==> src/design/qrs_pkg.sv <==
// Shared types, widths and codes for the quadratic root solver.
package qrs_pkg;

    localparam int COEF_W  = 16;               // coefficient width
    localparam int FRAC_W  = 16;               // fraction bits of the roots
    localparam int ROOT_W  = 33;               // width of one root field
    localparam int PROD_W  = 2 * COEF_W;       // product width
    localparam int DISC_W  = PROD_W + 4;       // discriminant, signed
    localparam int RAD_W   = PROD_W + 2;       // |discriminant|
    localparam int SQ_W    = RAD_W / 2 + FRAC_W;  // square root bits
    localparam int SREM_W  = SQ_W + 3;         // square root remainder
    localparam int NB_W    = COEF_W + FRAC_W + 1; // -b scaled, signed
    localparam int DEN_W   = COEF_W + 1;       // |2a|
    localparam int NUM_W   = SQ_W + 1;         // numerator magnitude
    localparam int DREM_W  = DEN_W + 1;        // divider remainder
    localparam int QS_W    = NUM_W + 1;        // signed quotient
    localparam int OUT_W   = 2 + 4 * ROOT_W;
    localparam int OUT_PAD = ((OUT_W + 7) / 8) * 8;
    localparam int IN_PAD  = ((3 * COEF_W + 7) / 8) * 8;

    typedef enum logic [1:0] {
        KIND_DISTINCT = 2'd0,
        KIND_REPEATED = 2'd1,
        KIND_COMPLEX  = 2'd2,
        KIND_NO_QUAD  = 2'd3
    } kind_t;

    // item leaving the front end
    typedef struct packed {
        logic                     valid;
        kind_t                    kind;
        logic                     den_neg;
        logic [DEN_W-1:0]         den_mag;
        logic signed [NB_W-1:0]   nb;
        logic [RAD_W-1:0]         rad;
    } front_t;

    // item inside the square root pipeline
    typedef struct packed {
        logic                     valid;
        kind_t                    kind;
        logic                     den_neg;
        logic [DEN_W-1:0]         den_mag;
        logic signed [NB_W-1:0]   nb;
        logic [RAD_W-1:0]         rad;
        logic [SQ_W-1:0]          root;
        logic [SREM_W-1:0]        rem;
    } sq_t;

    // item inside the divider pipeline (two lanes)
    typedef struct packed {
        logic                     valid;
        kind_t                    kind;
        logic [DEN_W-1:0]         den_mag;
        logic                     neg0;
        logic                     neg1;
        logic [NUM_W-1:0]         q0;
        logic [NUM_W-1:0]         q1;
        logic [DREM_W-1:0]        r0;
        logic [DREM_W-1:0]        r1;
    } dv_t;

    // saturate a signed quotient to the root field
    function automatic logic [ROOT_W-1:0] sat_root(input logic signed [QS_W:0] v);
        logic signed [QS_W:0] hi;
        logic signed [QS_W:0] lo;
        hi = (QS_W+1)'((64'd1 << (ROOT_W - 1)) - 64'd1);
        lo = -hi - (QS_W+1)'(1);
        if (v > hi) begin
            sat_root = hi[ROOT_W-1:0];
        end else if (v < lo) begin
            sat_root = lo[ROOT_W-1:0];
        end else begin
            sat_root = v[ROOT_W-1:0];
        end
    endfunction

endpackage

==> src/design/qrs_front.sv <==
// Front end: products, discriminant, scaled -b and |2a|.
module qrs_front
    import qrs_pkg::*;
(
    input  logic                     aclk,
    input  logic                     aresetn,
    input  logic                     en,
    input  logic                     in_valid,
    input  logic signed [COEF_W-1:0] a,
    input  logic signed [COEF_W-1:0] b,
    input  logic signed [COEF_W-1:0] c,
    output front_t                   front
);

    logic                     v1_reg;
    logic signed [COEF_W-1:0] a1_reg;
    logic signed [COEF_W-1:0] b1_reg;
    logic signed [PROD_W-1:0] bb_reg;
    logic signed [PROD_W-1:0] ac_reg;
    front_t                   front_reg;
    front_t                   front_next;

    logic signed [DISC_W-1:0] disc;
    logic signed [DISC_W-1:0] disc_abs;
    logic signed [NB_W-1:0]   bx;
    logic [COEF_W-1:0]        a_abs;

    // stage 1: the two products
    always_ff @(posedge aclk) begin
        if (!aresetn) begin
            v1_reg <= 1'b0;
        end else if (en) begin
            v1_reg <= in_valid;
        end
        if (en) begin
            a1_reg <= a;
            b1_reg <= b;
            bb_reg <= b * b;
            ac_reg <= a * c;
        end
    end

    // stage 2: discriminant and divider operands
    always_comb begin
        disc     = DISC_W'(bb_reg) - (DISC_W'(ac_reg) <<< 2);
        disc_abs = disc[DISC_W-1] ? -disc : disc;
        bx       = NB_W'(b1_reg);
        a_abs    = a1_reg[COEF_W-1] ? COEF_W'(-a1_reg) : COEF_W'(a1_reg);
        front_next.valid   = v1_reg;
        front_next.den_neg = a1_reg[COEF_W-1];
        front_next.den_mag = {a_abs, 1'b0};
        front_next.nb      = -(bx <<< FRAC_W);
        front_next.rad     = disc_abs[RAD_W-1:0];
        if (a1_reg == '0) begin
            front_next.kind = KIND_NO_QUAD;
        end else if (disc[DISC_W-1]) begin
            front_next.kind = KIND_COMPLEX;
        end else if (disc == '0) begin
            front_next.kind = KIND_REPEATED;
        end else begin
            front_next.kind = KIND_DISTINCT;
        end
    end

    always_ff @(posedge aclk) begin
        if (!aresetn) begin
            front_reg.valid <= 1'b0;
        end else if (en) begin
            front_reg.valid <= front_next.valid;
        end
        if (en) begin
            front_reg.kind    <= front_next.kind;
            front_reg.den_neg <= front_next.den_neg;
            front_reg.den_mag <= front_next.den_mag;
            front_reg.nb      <= front_next.nb;
            front_reg.rad     <= front_next.rad;
        end
    end

    assign front = front_reg;

endmodule

==> config.mk <==
export PLATFORM = sky130hd
export DESIGN_NAME = qrs_front
export DESIGN_NICKNAME = d
export VERILOG_FILES = /design/src/design/qrs_pkg.sv /design/src/design/qrs_front.sv
export SDC_FILE = /design/constraint.sdc
export NUM_CORES = 2
export LEC_CHECK = 0
export BUFFER_PORTS_ARGS = -buffer_cell sky130_fd_sc_hd__buf_2
export CAP_MARGIN = 10
export CORE_MARGIN = 2
export CORE_UTILIZATION = 41
export DETAILED_ROUTE_END_ITERATION = 10
export SKIP_LAST_GASP = 1
export SLEW_MARGIN = 20
export SYNTH_ARGS = -nofsm -noshare
export SYNTH_HDL_FRONTEND = slang
export SYNTH_SLANG_ARGS = --single-unit
==> constraint.sdc <==
create_clock -name aclk -period 14.87 [get_ports aclk]
set_input_delay 1.487 -clock aclk [delete_from_list [all_inputs] [get_ports aclk]]
set_output_delay 1.487 -clock aclk [all_outputs]
set_load 0.1 [all_outputs]
; ---- Yosys cells after proc, flatten, opt, wreduce, memory -nomap -nowiden
; Cells that the tools add are included.
[totals]
regBits = 184
inputBits = 52
output_inout_bits = 88
elab_cells = 26
[classes]
n_addsub = 4
multipliers = 2
muxes = 4
n_reduce_logical = 3
[op_table]
columns = op, count
row1 = multiplier 16 x 16 -> 32 bit, 2
row2 = logical NOT 36 bit, 1
row3 = subtractor 32 x 34 -> 35 bit, 1
row4 = two-way mux 34 bit, 1
row5 = negator 34 bit, 1
row6 = negator 32 -> 33 bit, 1
row7 = logical NOT 16 bit, 1
row8 = negator 16 bit, 1
row9 = two-way mux 15 bit, 1
row10 = two-way mux 1 bit, 2
row11 = OR reduction 2 bit, 1

; ---- Depth between registers and ports, before layout
[depth]
ltp_word = 4
ltp_mapped = 26
depth_no_buf = 25

; ---- Worst setup path after synthesis
; No wires, ideal clock.
[synth_timing]
path_kind = input to register
from = input port b[15]
to = register bb_reg[31] (data pin)
setup_ns = 0.260
t_arrival_ns = 7.378
required_time_ns = 14.610
path_slack_ns = 7.232
path_stages = 20
path_buffers = 2
path_cell_list = clkbuf_1 clkbuf_1 and2_1 fa_1 fa_1 fa_1 fa_1 fa_1 inv_1 fa_1 inv_1 ha_1 o21ai_0 nand2b_1 a21oi_1 o21ai_0 a21o_1 or4b_1 a31oi_1 xnor2_1
[synth_via]
elab_chain_len = 1
[synth_rtl]
columns = item, line_no
row1 = from (decl), qrs_front.sv:10  ; input logic signed [COEF_W-1:0] b,
row2 = multiplier 16 x 16 -> 32 bit, qrs_front.sv:38  ; bb_reg <= b * b;
row3 = to (signal assigned), qrs_front.sv:38
row4 = to (decl), qrs_front.sv:18  ; logic signed [PROD_W-1:0] bb_reg;
; Every way passes these cells.
; A chain may end at the register's enable or synchronous reset.

; ---- Worst setup path in the final report
[layout_timing]
from = input port b[15]
to = register bb_reg[29] (data pin)
; The elaborated chain is that of the path after synthesis.

==> results.py <==
metrics = {
    "clocking": {
        "clk_path_buf_depth": 2,
        "cts_sinks": 165,
        "insertion_delay_ns": 0.48,
        "postCtsHoldBufs": 0,
        "cts_setup_buffers": 0,
        "clkSlewWorstSetupHoldPaths_ns": 0.08,
        "cts_tree": "yes",
        "cts_inserted_buffers": 17,
        "root_buffer": "clkbuf_16",
        "ctsResizeCount": 0,
        "htreeDepth": 4,
    },
    "synth": {
        "synth_seq_area_share_pct": 18.09,
        "syn_area_um2": 27280,
        "yosys-top-cells-area": "fa_1 37%, edfxtp_1 18%, ha_1 9.5%, inv_1 9.0%, and2_1 4.0%",
        "avgSynthCellArea_um2": 9.907,
        "synthArstFlopShare_pct": 0,
        "post-synth-top-area-cell": "fa_1",
        "synth-seq-cells": 165,
        "ys_warn_count": 0,
        "ys.flop_type": "edfxtp_1",
        "synth_edf_count": 163,
        "synthCells": 2754,
        "ys_types": 90,
        "synth_top_area_share_pct": 36.54,
    },
    "timing": {
        "setup_violations": 0,
        "period_minus_slack_ns": 7.736,
        "final_max_slew_viol_count": 0,
        "fmax_ghz": 0.1293,
        "hold_viol_final": 0,
        "fin_crit_sh_pct": 52.03,
        "timing.setup.tns_ns": 0,
        "maxSlewHeadroom_pct": 35.91,
        "tightestPinTransition_ns": 0.9613,
        "fin_skew_ns": 0.01182,
        "rsz0062_at_grt": "false",
        "worst_slack_ns": 7.134,
    },
    "global_route": {
        "grt_pass1_vias": 20080,
        "grt_usage_pct": 18.63,
        "grt_remaining_overflow": 0,
        "antenna_found_initial": 0,
        "grt_pass1_wl_um": 100800,
        "grt_max_degree": 94,
    },
    "layout": {
        "regArea_um2": 4935,
        "syn_to_final_growth_pct": 7.544,
        "largest_reg_flops": 70,
        "drive_gt1_share_pct": 7.070,
        "multi_input_area_um2": 19570,
        "final.fill_count": 6283,
        "nets": 3587,
    },
    "critical_path": {
        "crit_type": "in2reg",
        "required_ns": 15.10,
        "worstSetupEndpointType": "flip-flop",
        "cp_cell_sequence": "buf_2, inv_1, nor2_1, fa_1, fa_1, fa_1, fa_1, fa_1, inv_1, fa_1, inv_1, ha_1, o21ai_0, nand2b_1, a21oi_1, o21ai_0, a2111oi_0, o21bai_1, a21oi_1, xnor2_1",
        "worstSetupStartpointType": "input port",
        "crit_path_max_incr_delay_ns": 0.91,
        "cp_max_fo": 23,
        "path_delay_family": "adder cells",
        "worstPathArrival_ns": 7.96,
        "crit_top_cell": "fa_1",
        "cp_slowest_cell": "fa_1",
        "critPathBufInv": 4,
    },
    "floorplan": {
        "die-area_um2": 68630,
        "rows": 94,
        "start_util_pct": 41.42,
        "ioPinCount": 140,
        "fp.dieW_um": 262.0,
        "core-area_um2": 65860,
        "fp.dieH_um": 262.0,
    },
    "run_status": {
        "status": "finished clean",
    },
    "placement": {
        "hpwl_um": 48750,
        "pre_cts_ws_ns": 6.672,
        "buffer_ports.inserted": 122,
        "place.gp.congestion": 0.8705,
    },
    "route": {
        "vias": 18810,
        "avgRoutedWirePerCell_um": 16.06,
        "wirelength_um": 59540,
        "vias_per_cell": 5.072,
        "drc_errors": 0,
        "drtPass1Iterations": 5,
        "postRouteAntennaNets": 0,
        "drt-initial-drc-count": 1131,
    },
    "run": {
        "maxCapViolations": 0,
    },
    "worst_hold_path": {
        "min_path_type": "reg2reg",
    },
}
[worst register-to-register path, cell delays in order (launching register included)]
cell      delay [ns]
edfxtp_1        0.45
inv_1           0.13
ha_1            0.22
inv_1           0.07
fa_1            0.44
a211oi_2        0.31
o21ai_2         0.17
a221oi_2        0.39
o31ai_1         0.23
xor2_1          0.23
a31oi_2         0.34
nand4b_1        0.22
nor4_1          0.62
a31oi_1         0.20
xnor2_1         0.16
[synthesized netlist by cell type (all sizes together) (4+ instances only)]
cell and n:
a211oi 13, a21o 39, a21oi 91, a221oi 5
a31oi 15, a41oi 4, and2 176, and3 20
buf 23, clkbuf 60, edfxtp 163, fa 498
ha 207, inv 654, mux2i 7, nand2 243
nand2b 21, nand3 28, nand3b 4, nand4 6
nor2 104, nor2b 14, nor3 30, nor4 10
o211ai 9, o21a 14, o21ai 56, o21bai 16
o31ai 8, o41ai 6, or2 5, or3 6
or4b 4, xnor2 111, xor2 39
[logic make-up (layout without fill, tap and decap cells)]
group / count (synthesis) / after routing / share of synthesized area (%)
xor+xnor: 150 / 150 / 4.843
compound gates: 306 / 306 / 7.709
flops: 165 / 165 / 18.09
simple gates: 683 / 683 / 12.61
fa+ha+maj: 705 / 705 / 46.03
other cells: 1 / 18 / 0.01374
buf+inv: 737 / 810 / 10.44
mux: 7 / 7 / 0.2706
[metrics by stage]
stage / area [µm²] / std cells / hold slack (ns) / util [%]
after floorplan: 27340 / 2770 / 0.4527 / -
after global placement: 28670 / 3674 / 0.4926 / 43.53
after detailed placement: 28670 / 3674 / 0.5042 / 43.53
after CTS: 29330 / 3706 / 0.5278 / 44.53
after global routing: 29340 / 3707 / 0.5448 / 44.55
final: 29340 / 3708 / 0.5188 / 44.55
[path summary, 6_finish.rpt]
kind | from | to | slack [ns] | cells after the start
worst max-delay path | b[15] | bb_reg[29] | 7.13 | 20
worst min-delay path | front[87] | front[87] | 0.52 | 2
worst max register to register | bb_reg[2] | front[31] | 10.44 | 14
worst min register to register | front[87] | front[87] | 0.52 | 2
[routing by layer]
layer  track usage (%)  share of wire (%)
met2             31.47                 50
met5                 0                  0
met1             24.41                 42
met4             6.073                2.4
met3             3.164                5.0
[layout by cell type (no fill, tap or decap), types with 14 or more instances in the layout]
cell type / synthesis / routed
a21o_1: 39 / 39
a21oi_1: 89 / 89
a31oi_1: 14 / 14
and2_1: 176 / 176
and3_1: 18 / 18
buf_2: 2 / 121
clkbuf_16: 0 / 17
conb_1: 1 / 17
edfxtp_1: 163 / 163
fa_1: 498 / 498
ha_1: 207 / 207
inv_1: 654 / 654
nand2_1: 241 / 241
nand2b_1: 21 / 21
nand3_1: 28 / 28
nor2_1: 104 / 104
nor3_1: 28 / 28
o21a_1: 14 / 14
o21ai_0: 43 / 43
o21bai_1: 16 / 16
xnor2_1: 111 / 111
xor2_1: 38 / 38
[final cells by class]
type | count | share of cell area [%]
antenna | 1 | 0.008528
clock buffer | 17 | 1.450
clock inverter | 15 | 0.8017
inverter | 654 | 8.366
multi-input combinational | 1868 | 66.70
sequential | 165 | 16.82
tap | 864 | 3.684
timing repair buffer | 124 | 2.166
Power is left out: the tool's default activity adds up to more than one toggle a clock period on the data nets, which glitch-free logic cannot reach.
